### config.mk
export PLATFORM = sky130hd
export DESIGN_NAME = oip_ctrl
export DESIGN_NICKNAME = d
export VERILOG_FILES = /design/src/hw/rtl/oip_pkg.sv /design/src/hw/rtl/oip_ctrl.sv
export VERILOG_INCLUDE_DIRS = /design/src /design/src/hw/rtl
export SDC_FILE = /design/constraint.sdc
export NUM_CORES = 1
export LEC_CHECK = 0
export ABC_AREA = 1
export BUFFER_PORTS_ARGS = -buffer_cell sky130_fd_sc_hd__buf_4
export CORE_AREA = 4 4 41 43
export DETAILED_ROUTE_END_ITERATION = 7
export DIE_AREA = 0 0 45 47
export PLACE_DENSITY = 0.77
export SLEW_MARGIN = 15
export SYNTH_ARGS = -nofsm -noshare
export SYNTH_HDL_FRONTEND = slang
export SYNTH_SLANG_ARGS = --single-unit
### constraint.sdc
create_clock -name aclk -period 3.2 [get_ports aclk]
set_input_delay 0.48 -clock aclk [delete_from_list [all_inputs] [get_ports aclk]]
set_output_delay 0.48 -clock aclk [all_outputs]
set_load 0.02 [all_outputs]
### src/hw/rtl/ordered_id_pool_defines.svh
// Assertion macros shared by the ordered ID pool RTL.
// No dependencies; included by the controller and datapath files.
`ifndef ORDERED_ID_POOL_DEFINES_SVH
`define ORDERED_ID_POOL_DEFINES_SVH

// Check a condition in the same cycle as its trigger
`define OIP_ASSERT_NOW(lbl, clk, rstn, ante, cons) \
    lbl: assert property (@(posedge clk) disable iff (!(rstn)) (ante) |-> (cons)) \
        else $error("ordered_id_pool: check failed");

// Check a condition in the cycle after its trigger
`define OIP_ASSERT_NEXT(lbl, clk, rstn, ante, cons) \
    lbl: assert property (@(posedge clk) disable iff (!(rstn)) (ante) |=> (cons)) \
        else $error("ordered_id_pool: check failed");

`endif

### src/hw/rtl/oip_pkg.sv
// Shared constants, codes and control structs of the ordered ID pool.
// No dependencies; used by every module of the block except oip_ram.
`default_nettype none

package oip_pkg;

    localparam int POOL_SIZE  = 1024;
    localparam int ID_W       = 16;
    localparam int SPAN_W     = ID_W + 1;
    localparam int SLOT_W     = $clog2(POOL_SIZE);
    localparam int CNT_W      = $clog2(POOL_SIZE + 1);
    localparam int OUT_CNT_W  = 11;
    localparam int ACT_W      = 2;
    localparam int CFG_W      = 32;
    localparam int PADDR_W    = 3;
    localparam int REG_SEL_BIT = 2;

    // Range after reset and the pool size it gives
    localparam int RESET_FIRST = 0;
    localparam int RESET_LAST  = 1023;
    localparam int RESET_SPAN  = RESET_LAST - RESET_FIRST + 1;
    localparam int RESET_N     = (RESET_SPAN > POOL_SIZE) ? POOL_SIZE : RESET_SPAN;

    typedef enum logic [ACT_W-1:0] {
        ACT_INIT       = 2'd0,
        ACT_TAKE_FRONT = 2'd1,
        ACT_TAKE_ID    = 2'd2,
        ACT_GIVE_BACK  = 2'd3
    } action_t;

    typedef enum logic {
        REG_RANGE_FIRST = 1'b0,
        REG_RANGE_LAST  = 1'b1
    } reg_idx_t;

    // Read address source for the link and membership RAMs
    typedef enum logic [1:0] {
        RD_SLOT  = 2'd0,
        RD_FRONT = 2'd1,
        RD_CHAIN = 2'd2
    } rd_sel_t;

    typedef struct packed {
        logic    latch;
        logic    init_start;
        logic    sweep_step;
        logic    take_start;
        logic    take_step;
        logic    named_exec;
        logic    out_load;
        rd_sel_t rd_sel;
    } cmd_t;

    typedef struct packed {
        logic take_ok;
        logic sweep_last;
        logic step_last;
    } status_t;

endpackage

`default_nettype wire

### src/hw/rtl/oip_ctrl.sv
// Controller state machine of the ordered ID pool: sequences sweeps, steps and results.
// Depends on oip_pkg and ordered_id_pool_defines.svh.
`default_nettype none
`include "ordered_id_pool_defines.svh"

module oip_ctrl (
    input  wire logic                        aclk,
    input  wire logic                        aresetn,
    input  wire logic                        s_valid,
    output logic                             s_ready,
    input  wire logic [oip_pkg::ACT_W-1:0]   s_action,
    output logic                             m_valid,
    input  wire logic                        m_ready,
    input  wire oip_pkg::status_t            status,
    output oip_pkg::cmd_t                    cmd
);

    typedef enum logic [5:0] {
        ST_CLEAR  = 6'b000001,
        ST_IDLE   = 6'b000010,
        ST_INIT   = 6'b000100,
        ST_EXEC   = 6'b001000,
        ST_STEP   = 6'b010000,
        ST_RESULT = 6'b100000
    } state_t;

    state_t           state_reg;
    state_t           state_next;
    logic             m_valid_reg;
    oip_pkg::action_t act_in;

    assign act_in  = oip_pkg::action_t'(s_action);
    assign s_ready = (state_reg == ST_IDLE);
    assign m_valid = m_valid_reg;

    // Decode state into datapath commands and the next state
    always_comb begin
        cmd        = '0;
        cmd.rd_sel = oip_pkg::RD_SLOT;
        state_next = state_reg;
        case (state_reg)
            ST_CLEAR: begin
                cmd.sweep_step = 1'b1;
                if (status.sweep_last) begin
                    state_next = ST_IDLE;
                end
            end
            ST_IDLE: begin
                if (act_in == oip_pkg::ACT_TAKE_FRONT) begin
                    cmd.rd_sel = oip_pkg::RD_FRONT;
                end
                if (s_valid) begin
                    cmd.latch = 1'b1;
                    case (act_in)
                        oip_pkg::ACT_INIT: begin
                            cmd.init_start = 1'b1;
                            state_next     = ST_INIT;
                        end
                        oip_pkg::ACT_TAKE_FRONT: begin
                            if (status.take_ok) begin
                                cmd.take_start = 1'b1;
                                state_next     = ST_STEP;
                            end else begin
                                state_next = ST_RESULT;
                            end
                        end
                        default: begin
                            state_next = ST_EXEC;
                        end
                    endcase
                end
            end
            ST_INIT: begin
                cmd.sweep_step = 1'b1;
                if (status.sweep_last) begin
                    state_next = ST_RESULT;
                end
            end
            ST_EXEC: begin
                cmd.named_exec = 1'b1;
                state_next     = ST_RESULT;
            end
            ST_STEP: begin
                cmd.take_step = 1'b1;
                cmd.rd_sel    = oip_pkg::RD_CHAIN;
                if (status.step_last) begin
                    state_next = ST_RESULT;
                end
            end
            ST_RESULT: begin
                if (!m_valid_reg || m_ready) begin
                    cmd.out_load = 1'b1;
                    state_next   = ST_IDLE;
                end
            end
            default: begin
                state_next = ST_IDLE;
            end
        endcase
    end

    // Advance state and hold the result item until taken
    always_ff @(posedge aclk) begin
        if (!aresetn) begin
            state_reg   <= ST_CLEAR;
            m_valid_reg <= 1'b0;
        end else begin
            state_reg <= state_next;
            if (cmd.out_load) begin
                m_valid_reg <= 1'b1;
            end else if (m_ready) begin
                m_valid_reg <= 1'b0;
            end
        end
    end

    `OIP_ASSERT_NEXT(a_accept_leaves_idle, aclk, aresetn, s_valid && s_ready, state_reg != ST_IDLE)
    `OIP_ASSERT_NOW(a_load_into_free_slot, aclk, aresetn, cmd.out_load, !m_valid_reg || m_ready)

endmodule

`default_nettype wire

* After elaboration in Yosys (flattened, before gate mapping)
Index checks and enable logic that the tools add are counted.
** Operators by class
- Equality and inequality tests :: 12
- Muxes and demuxes :: 24
- Reductions and logical operators :: 6
** Operators with widths (count)
- 6-bit two-way mux :: 6
- 6-bit one-hot mux with 6 select lines :: 1
- 1-bit two-way mux :: 13
- 6-bit one-hot mux with 2 select lines :: 1
- 2-bit inequality test, second input constant :: 5
- 6-bit by 1-bit equality test with 1-bit output, second input constant :: 1
- 6-bit by 2-bit equality test with 1-bit output, second input constant :: 1
- 6-bit by 3-bit equality test with 1-bit output, second input constant :: 1
- 6-bit by 4-bit equality test with 1-bit output, second input constant :: 1
- 6-bit by 5-bit equality test with 1-bit output, second input constant :: 1
- 6-bit equality test, second input constant :: 1
- 5-bit AND reduction :: 1
- 2-bit two-way mux :: 2
- 2-bit one-hot mux with 2 select lines :: 1
- 2-bit by 1-bit equality test with 1-bit output, second input constant :: 1
- 2-bit logical NOT :: 1
- 2-bit nonzero test :: 1
- 2-bit OR reduction :: 1
- 1-bit logical NOT :: 1
- 1-bit logical OR :: 1
** Word-level totals
- Register bits after elaboration :: 7
- Input bits :: 9
- Word-level logic and storage cells :: 44

* Logic depth before layout (Yosys ltp)
Gate-level depths: netlist of run 1.
- Depth in word-level cells :: 5
- Depth in mapped cells :: 9
- Depth with buffers taken out :: 9

* Worst setup path after synthesis of run 1
No wires, ideal clock.
- Path type :: register to output
- From :: register state_reg[4]
- To :: output cmd[5] in the netlist's numbering
- Data arrival time :: 1.183 ns
- Data required time :: 2.720 ns
- Path slack :: 1.537 ns
- Cell stages (with the launch flop) :: 6
- Buffers on the path :: 0
- Path through :: dfxtp_1 nor2_2 nand3_4 nor2_2 nand3_1 inv_1
** RTL lines
- from (decl) :: RTL line oip_ctrl.sv:27 : state_t state_reg;
- from (signal assigned) :: RTL line oip_ctrl.sv:108 : state_reg <= state_next;
- to (decl) :: RTL line oip_ctrl.sv:15 : output oip_pkg::cmd_t cmd

==> impl_metrics.tcl, run 1 <==
set metrics [dict create \
    outcome "completed" \
    cts_tree "built" \
    slew_headroom_pct 82.2 \
    grt_max_degree 6 \
    period_minus_slack_ps 1880 \
    cts.path.max_buffers 2 \
    startpoint_type "register" \
    ant_nets 0 \
    yosys.area.top_type_share_pct 27.3 \
    avgViaCountPerCell 4.51 \
    post-dp-hpwl_um 965 \
    grt_use_total_pct 11.9 \
    p_leak_nw 0.395 \
    overflow 0 \
    synth_fp_nets 86 \
    required_ps 2720 \
    antenna_found_initial 0 \
    nets 110 \
    place_congestion 0.813 \
    timing.critical_path.slowest_cell_delay_ps 320 \
    grt_pass1_wl_mm 1.84 \
    clkLatencyLatePin_ps 260 \
    num_rows 13 \
    fin_worst_skew_ps 6.62 \
    hold_depth 2 \
    io_pins 20 \
    slew_viol_final 0 \
    rsz0062_at_grt "no" \
    fin_tns_setup_ps 0 \
    area_delta_synth_final_pct 36.5 \
    clock_sinks 7 \
    clk_pin_slew_ps 60 \
    drt-initial-drc-count 9 \
    core_area_um2 1300 \
    cpMaxStageDelayCell "dfxtp_1" \
    path_class "register to output pin" \
    r2r_start "state_reg[4]" \
    numCtsBuffers 3 \
    die_h_um 47 \
    post-synth-top-area-cell "dfxtp_1" \
    crit_arrival_ps 1400 \
    critPathCaptureType "output pin" \
    ys_ff_latch 7 \
    drc_errors 0 \
    postSynthAreaPerCell_um2 6.68 \
    cts_hold_buffers 0 \
    r2r_end "state_reg[5]" \
    first_global_vias 465 \
    vias 519 \
    syn_inst 77 \
    drive_above_1_share_pct 43.0 \
    setup_viol 0 \
    die-width_um 45 \
    path_cells "nor2_2 > nand3_4 > nor2_2 > nand3_1 > inv_1 > buf_4" \
    largest_register_ffs 6 \
    min_period_over_period_pct 58.6 \
    worst_hold_slack_ps 442 \
    initial_core_util_pct 39.5 \
    whs_endpoint "state_reg[0]" \
    dr.pass1.iters 4 \
    hold_viol_final 0 \
    r2r_slack_ps 1970 \
    cts.htree.levels 1 \
    power.total_w 0.000249 \
    drt-wirelength-per-cell_um 9.78 \
    drv_cap 0 \
    ys_seq_area_share_pct 27.3 \
    r2r_cells 8 \
    antennaDiodeCount 0 \
    wirelength_mm 1.13 \
    ys_types 18 \
    cp_max_fo 5 \
    power.density_nw_per_um2 354 \
    port-buffer-count 19 \
    crit_top_cell "nor2_2" \
    worstHoldPathType "primary input to register" \
    ir_worst_vdd_mv 0.214 \
    synth_area_um2 514 \
    hp-start "status[1]" \
    ys_warn_count 0 \
    fmax_mhz 533 \
    die-area_um2 2120 \
    tightest_slew_ps 267 \
    ctsResizeCount 0 \
    cts-root-buf "clkbuf_4" \
    cts_setup_buffers 0 \
    yosys-top-cells-area "dfxtp_1 (27%), inv_1 (12%), nor2_1 (12%), nor2_4 (8.8%), nand3_2 (7.8%)" \
]
-- critical path, delay by kind of cell, from the launching register on --
kind | cells | cell delay [ps]
buffers and inverters | 2 | 190
DFF | 1 | 320
and+or+nand+nor | 4 | 630
-- per-layer routing --
layer	vias to the layer above	GRT usage [%]	routed length (µm)
met4	0	5.26	6
met1	225	14.4	491
li1	279	-	-
met2	13	19.5	544
met3	2	3.83	83
met5	-	0	0
-- kinds of logic (layout without fill, tap and decap cells) --
group,count (synthesis),count (layout),synth area share (%)
buffers and inverters,21,44,15.3
AND/OR/NAND/NOR,45,45,52.8
AO/OA/AOI/OAI,4,4,4.62
flip-flops,7,7,27.2
-- cell type report --
class                      count  area (µm²)
inverter                      21        78.8
multi-input combinational     49         295
fill                         136         599
clock buffer                   4        26.3
timing repair buffer          19         143
tap                           15        18.8
sequential                     7         140
-- layout by cell type, fill, tap and decap left out, types with 2 or more instances in the layout --
cell type  instances
buf_4             19
inv_1             17
nor2_1            16
dfxtp_1            7
inv_2              4
nor2_4             4
nand3_2            4
nand3_1            4
nand2_2            4
nand2_1            4
nor2_2             3
clkbuf_4           3
nand4_1            2
a21oi_1            2
-- cells in the mapped netlist (all sizes together) --
master	number
a21oi	3
dfxtp	7
inv	21
nand2	8
nand3	9
nand4	2
nor2	23
nor3	1
nor4	1
o21ai	1
or2	1
-- where the power goes --
part / total, W / switching, W / leakage [nW] / internal [W]
Clock: 0.0000858 / 0.0000379 / 0.0150 / 0.0000479
Sequential: 0.0000974 / 0.00000562 / 0.0573 / 0.0000918
Combinational: 0.0000653 / 0.0000388 / 0.323 / 0.0000265
Total: 0.000249 / 0.0000823 / 0.395 / 0.000166
-- metrics by stage --
step / utilization (%) / setup WS (ps) / instance area [µm²] / std cells
after floorplan: - / 1540 / 514 / 77
after global placement: 51.9 / 1590 / 676 / 111
after detailed placement: 51.9 / 1570 / 676 / 111
after CTS: 53.9 / 1310 / 702 / 115
after global routing: 53.9 / 1210 / 702 / 115
final: 53.9 / 1320 / 702 / 115
-- worst max-delay path by stage --
stage / from / to / cells past startpoint / slack [ps]
floorplan: state_reg[4] / cmd[5] / 5 / 1540
global placement: s_action[1] / cmd[5] / 7 / 1590
detailed placement: s_action[1] / cmd[5] / 7 / 1570
CTS: state_reg[4] / cmd[5] / 6 / 1310
global route: state_reg[4] / cmd[5] / 6 / 1210
finish: state_reg[4] / cmd[5] / 6 / 1320
No activity file was read; power rests on OpenSTA's default activity.
==> run 2, diff against run 1 <==
Settings changed: ABC_AREA 1 to 0, PLACE_DENSITY 0.77 to 0.74.
Clock period 3.2 ns to 1.6 ns, I/O delays scaled along.
==> run 2 against run 1 <==
  * Setup slack worse by 1400 ps
  * Sequential power is 100% higher
  * Register-to-register slack worse by 2000 ps
  * Clock skew is 4.8 ps lower
  * Die area stayed put
  * Clock-buffer cell count stayed put
  * Power is 110% higher
  * Clock power is 91% higher
  * Largest power group unchanged
  * Critical endpoint is now cmd[6]
  * Combinational power grew to 2.7 times the previous value
  * Area after synthesis is 12% lower
  * Highest routed layer unchanged
  * First-iteration DRC count is 11% higher
  * The run now ends with negative setup slack left
  * Sequential share of layout area is 1.5 points lower
==> impl_metrics.tcl, run 2 <==
set metrics [dict create \
    outcome "complete, but fails checks" \
    failed_checks "negative setup slack" \
    muxShareOfSynthArea_pct 0 \
    syn_inst 57 \
    yosys.area.top_type_share_pct 31.1 \
    ant_nets 0 \
    clock_sinks 7 \
    layout_commonest_cell "buf_4" \
    slew_headroom_pct 84.0 \
    drt-wirelength-per-cell_um 11.7 \
    avgViaCountPerCell 4.98 \
    worst_hold_slack_ps 197 \
    synth_area_um2 450 \
    fill_cells 118 \
    core_area_um2 1300 \
    worstHoldPathType "primary input to register" \
    ys.flop_type "dfxtp_1" \
    rsz0062_at_grt "yes" \
    tightest_slew_ps 239 \
    cts.htree.levels 1 \
    ir_worst_vdd_mv 0.388 \
    multi_input_area_um2 349 \
    initial_core_util_pct 34.6 \
    final_cell_mix "buf_4 (26), buf_6 (7), nor2_1 (6)" \
    cts-root-buf "clkbuf_4" \
    min_period_over_period_pct 107 \
    post-synth-top-area-cell "dfxtp_1" \
    setup_viol 5 \
    design_area_um2 838 \
    overflow 0 \
    die_h_um 47 \
    yosysMostFrequentCell "nor2_1" \
    synth-simple-area-share_pct 40.6 \
    fmax_mhz 585 \
    grt_pass1_wl_mm 2.09 \
    ys_ff_latch 7 \
    place_ws_ps -37.8 \
    clk_pin_slew_ps 50 \
    area_delta_synth_final_pct 86.1 \
    synth_common_cells "nor2_1 (9), dfxtp_1 (7), inv_1 (4), nand2_1 (4)" \
    postSynthAreaPerCell_um2 7.90 \
    hold_viol_final 0 \
    grt_use_total_pct 13.7 \
    critPathCaptureType "output pin" \
    io_pins 20 \
    numCtsBuffers 3 \
    path_class "register to output pin" \
    synthXorXnorAreaFrac_pct 3.89 \
    grt_max_degree 9 \
    drive_above_1_share_pct 60.2 \
    cts.path.max_buffers 2 \
    yosys-top-cells-area "dfxtp_1 (31%), nor2_1 (7.5%), o221ai_4 (5.8%), nor3_1 (3.3%), o21ai_0 (3.3%)" \
    die-width_um 45 \
    die-area_um2 2120 \
    path_cells "or2_1 > or4_4 > inv_2 > buf_6" \
    place_congestion 0.761 \
    dr.pass1.iters 4 \
    drv_cap 0 \
    cpMaxStageDelayCell "or4_4" \
    synthAdderAreaFrac_pct 0 \
    num_rows 13 \
    port-buffer-count 19 \
    slew_viol_final 0 \
    synth_compound_area_share_pct 20.0 \
    async_flop_share_pct 0 \
    first_global_vias 506 \
    drt-initial-drc-count 10 \
    nets 103 \
    cts_tree "built" \
    cp_max_fo 5 \
    ys_types 26 \
    required_ps 1360 \
    post-dp-hpwl_um 920 \
    synth_top_family_by_area "simple AND/OR/NAND/NOR gates" \
    timing.critical_path.slowest_cell_delay_ps 450 \
    drc_errors 0 \
    ys_warn_count 0 \
    placed_area_um2 664 \
    startpoint_type "register" \
    antennaDiodeCount 0 \
    ys_seq_area_share_pct 31.1 \
    wirelength_mm 1.26 \
    synth_edf_count 0 \
    antenna_found_initial 0 \
    crit_arrival_ps 1470 \
    period_minus_slack_ps 1710 \
    clkLatencyLatePin_ps 250 \
    fin_worst_skew_ps 1.87 \
    fin_tns_setup_ps -251 \
    p_leak_nw 0.411 \
    setup_ws_ps -110 \
    synth_fp_nets 66 \
    seq_area_um2 155 \
    largest_register_ffs 6 \
    vias 538 \
    power.density_nw_per_um2 637 \
]
-- run 2: changes by cell type after synthesis, sizes merged, moves of 3 or more --
cell / previous run / this run
inv: 21 / 4
nor2: 23 / 9
nand3: 9 / 2
and3: 0 / 4
nand2: 8 / 4
a21oi: 3 / 0
-- run 2: logic make-up after synthesis --
logic type      count (synthesis)
simple gates                   33
xor+xnor                        2
compound gates                 10
flops                           7
buf+inv                         5
-- run 2: routing by layer --
metal  wire length, µm  vias up  GRT usage, %
met2               628       24          22.9
met5                 0        -             0
met4                12        0          8.77
met3                95        2          2.68
met1               522      236          15.9
li1                  -      276             -
-- run 2: final timing paths --
check | from | endpoint | slack (ps) | cells after the start
max reg2reg | state_reg[4] | state_reg[5] | -10 | 5
min | aresetn | state_reg[0] | 200 | 2
max | state_reg[4] | cmd[6] | -110 | 4
min reg2reg | state_reg[0] | state_reg[0] | 520 | 2
-- run 2: power by group --
part           leakage (nW)  internal [W]  switching (W)
sequential           0.0602      0.000181      0.0000141
clock                0.0150     0.0000954      0.0000681
combinational         0.336     0.0000962      0.0000792
total                 0.411      0.000373       0.000161
-- run 2: final cells by class --
type | count | area share [%]
multi-input combinational | 45 | 41.6
timing repair buffer | 33 | 32.7
sequential | 7 | 18.5
clock buffer | 4 | 3.13
tap | 15 | 2.24
inverter | 4 | 1.79
-- run 2: critical path, delay by kind of cell, from the launching register on --
| family | cells | cell delay, ps |
|---|---|---|
| buffers and inverters | 2 | 180 |
| DFF | 1 | 360 |
| and+or+nand+nor | 2 | 670 |
-- run 2: timing repair --
action | in CTS | in global routing
gates cloned | 0 | 0
setup buffers | 3 | 4
setup endpoints to repair | 7 | 10
hold buffers | 0 | 0
gates resized for setup | 17 | 13
pin swaps | 4 | 6
-- run 2: through the flow --
| stage | instances | total power [W] | utilization [%] |
|---|---|---|---|
| 6_report | 108 | 0.000534 | 64.4 |
| 3_5_place_dp | 97 | 0.000335 | 51.1 |
| 2_1_floorplan | 57 | 0.000269 | - |
| 5_1_grt | 108 | 0.000563 | 64.4 |
| 3_3_place_gp | 97 | 0.000333 | 51.1 |
| 4_1_cts | 104 | 0.000517 | 58.1 |
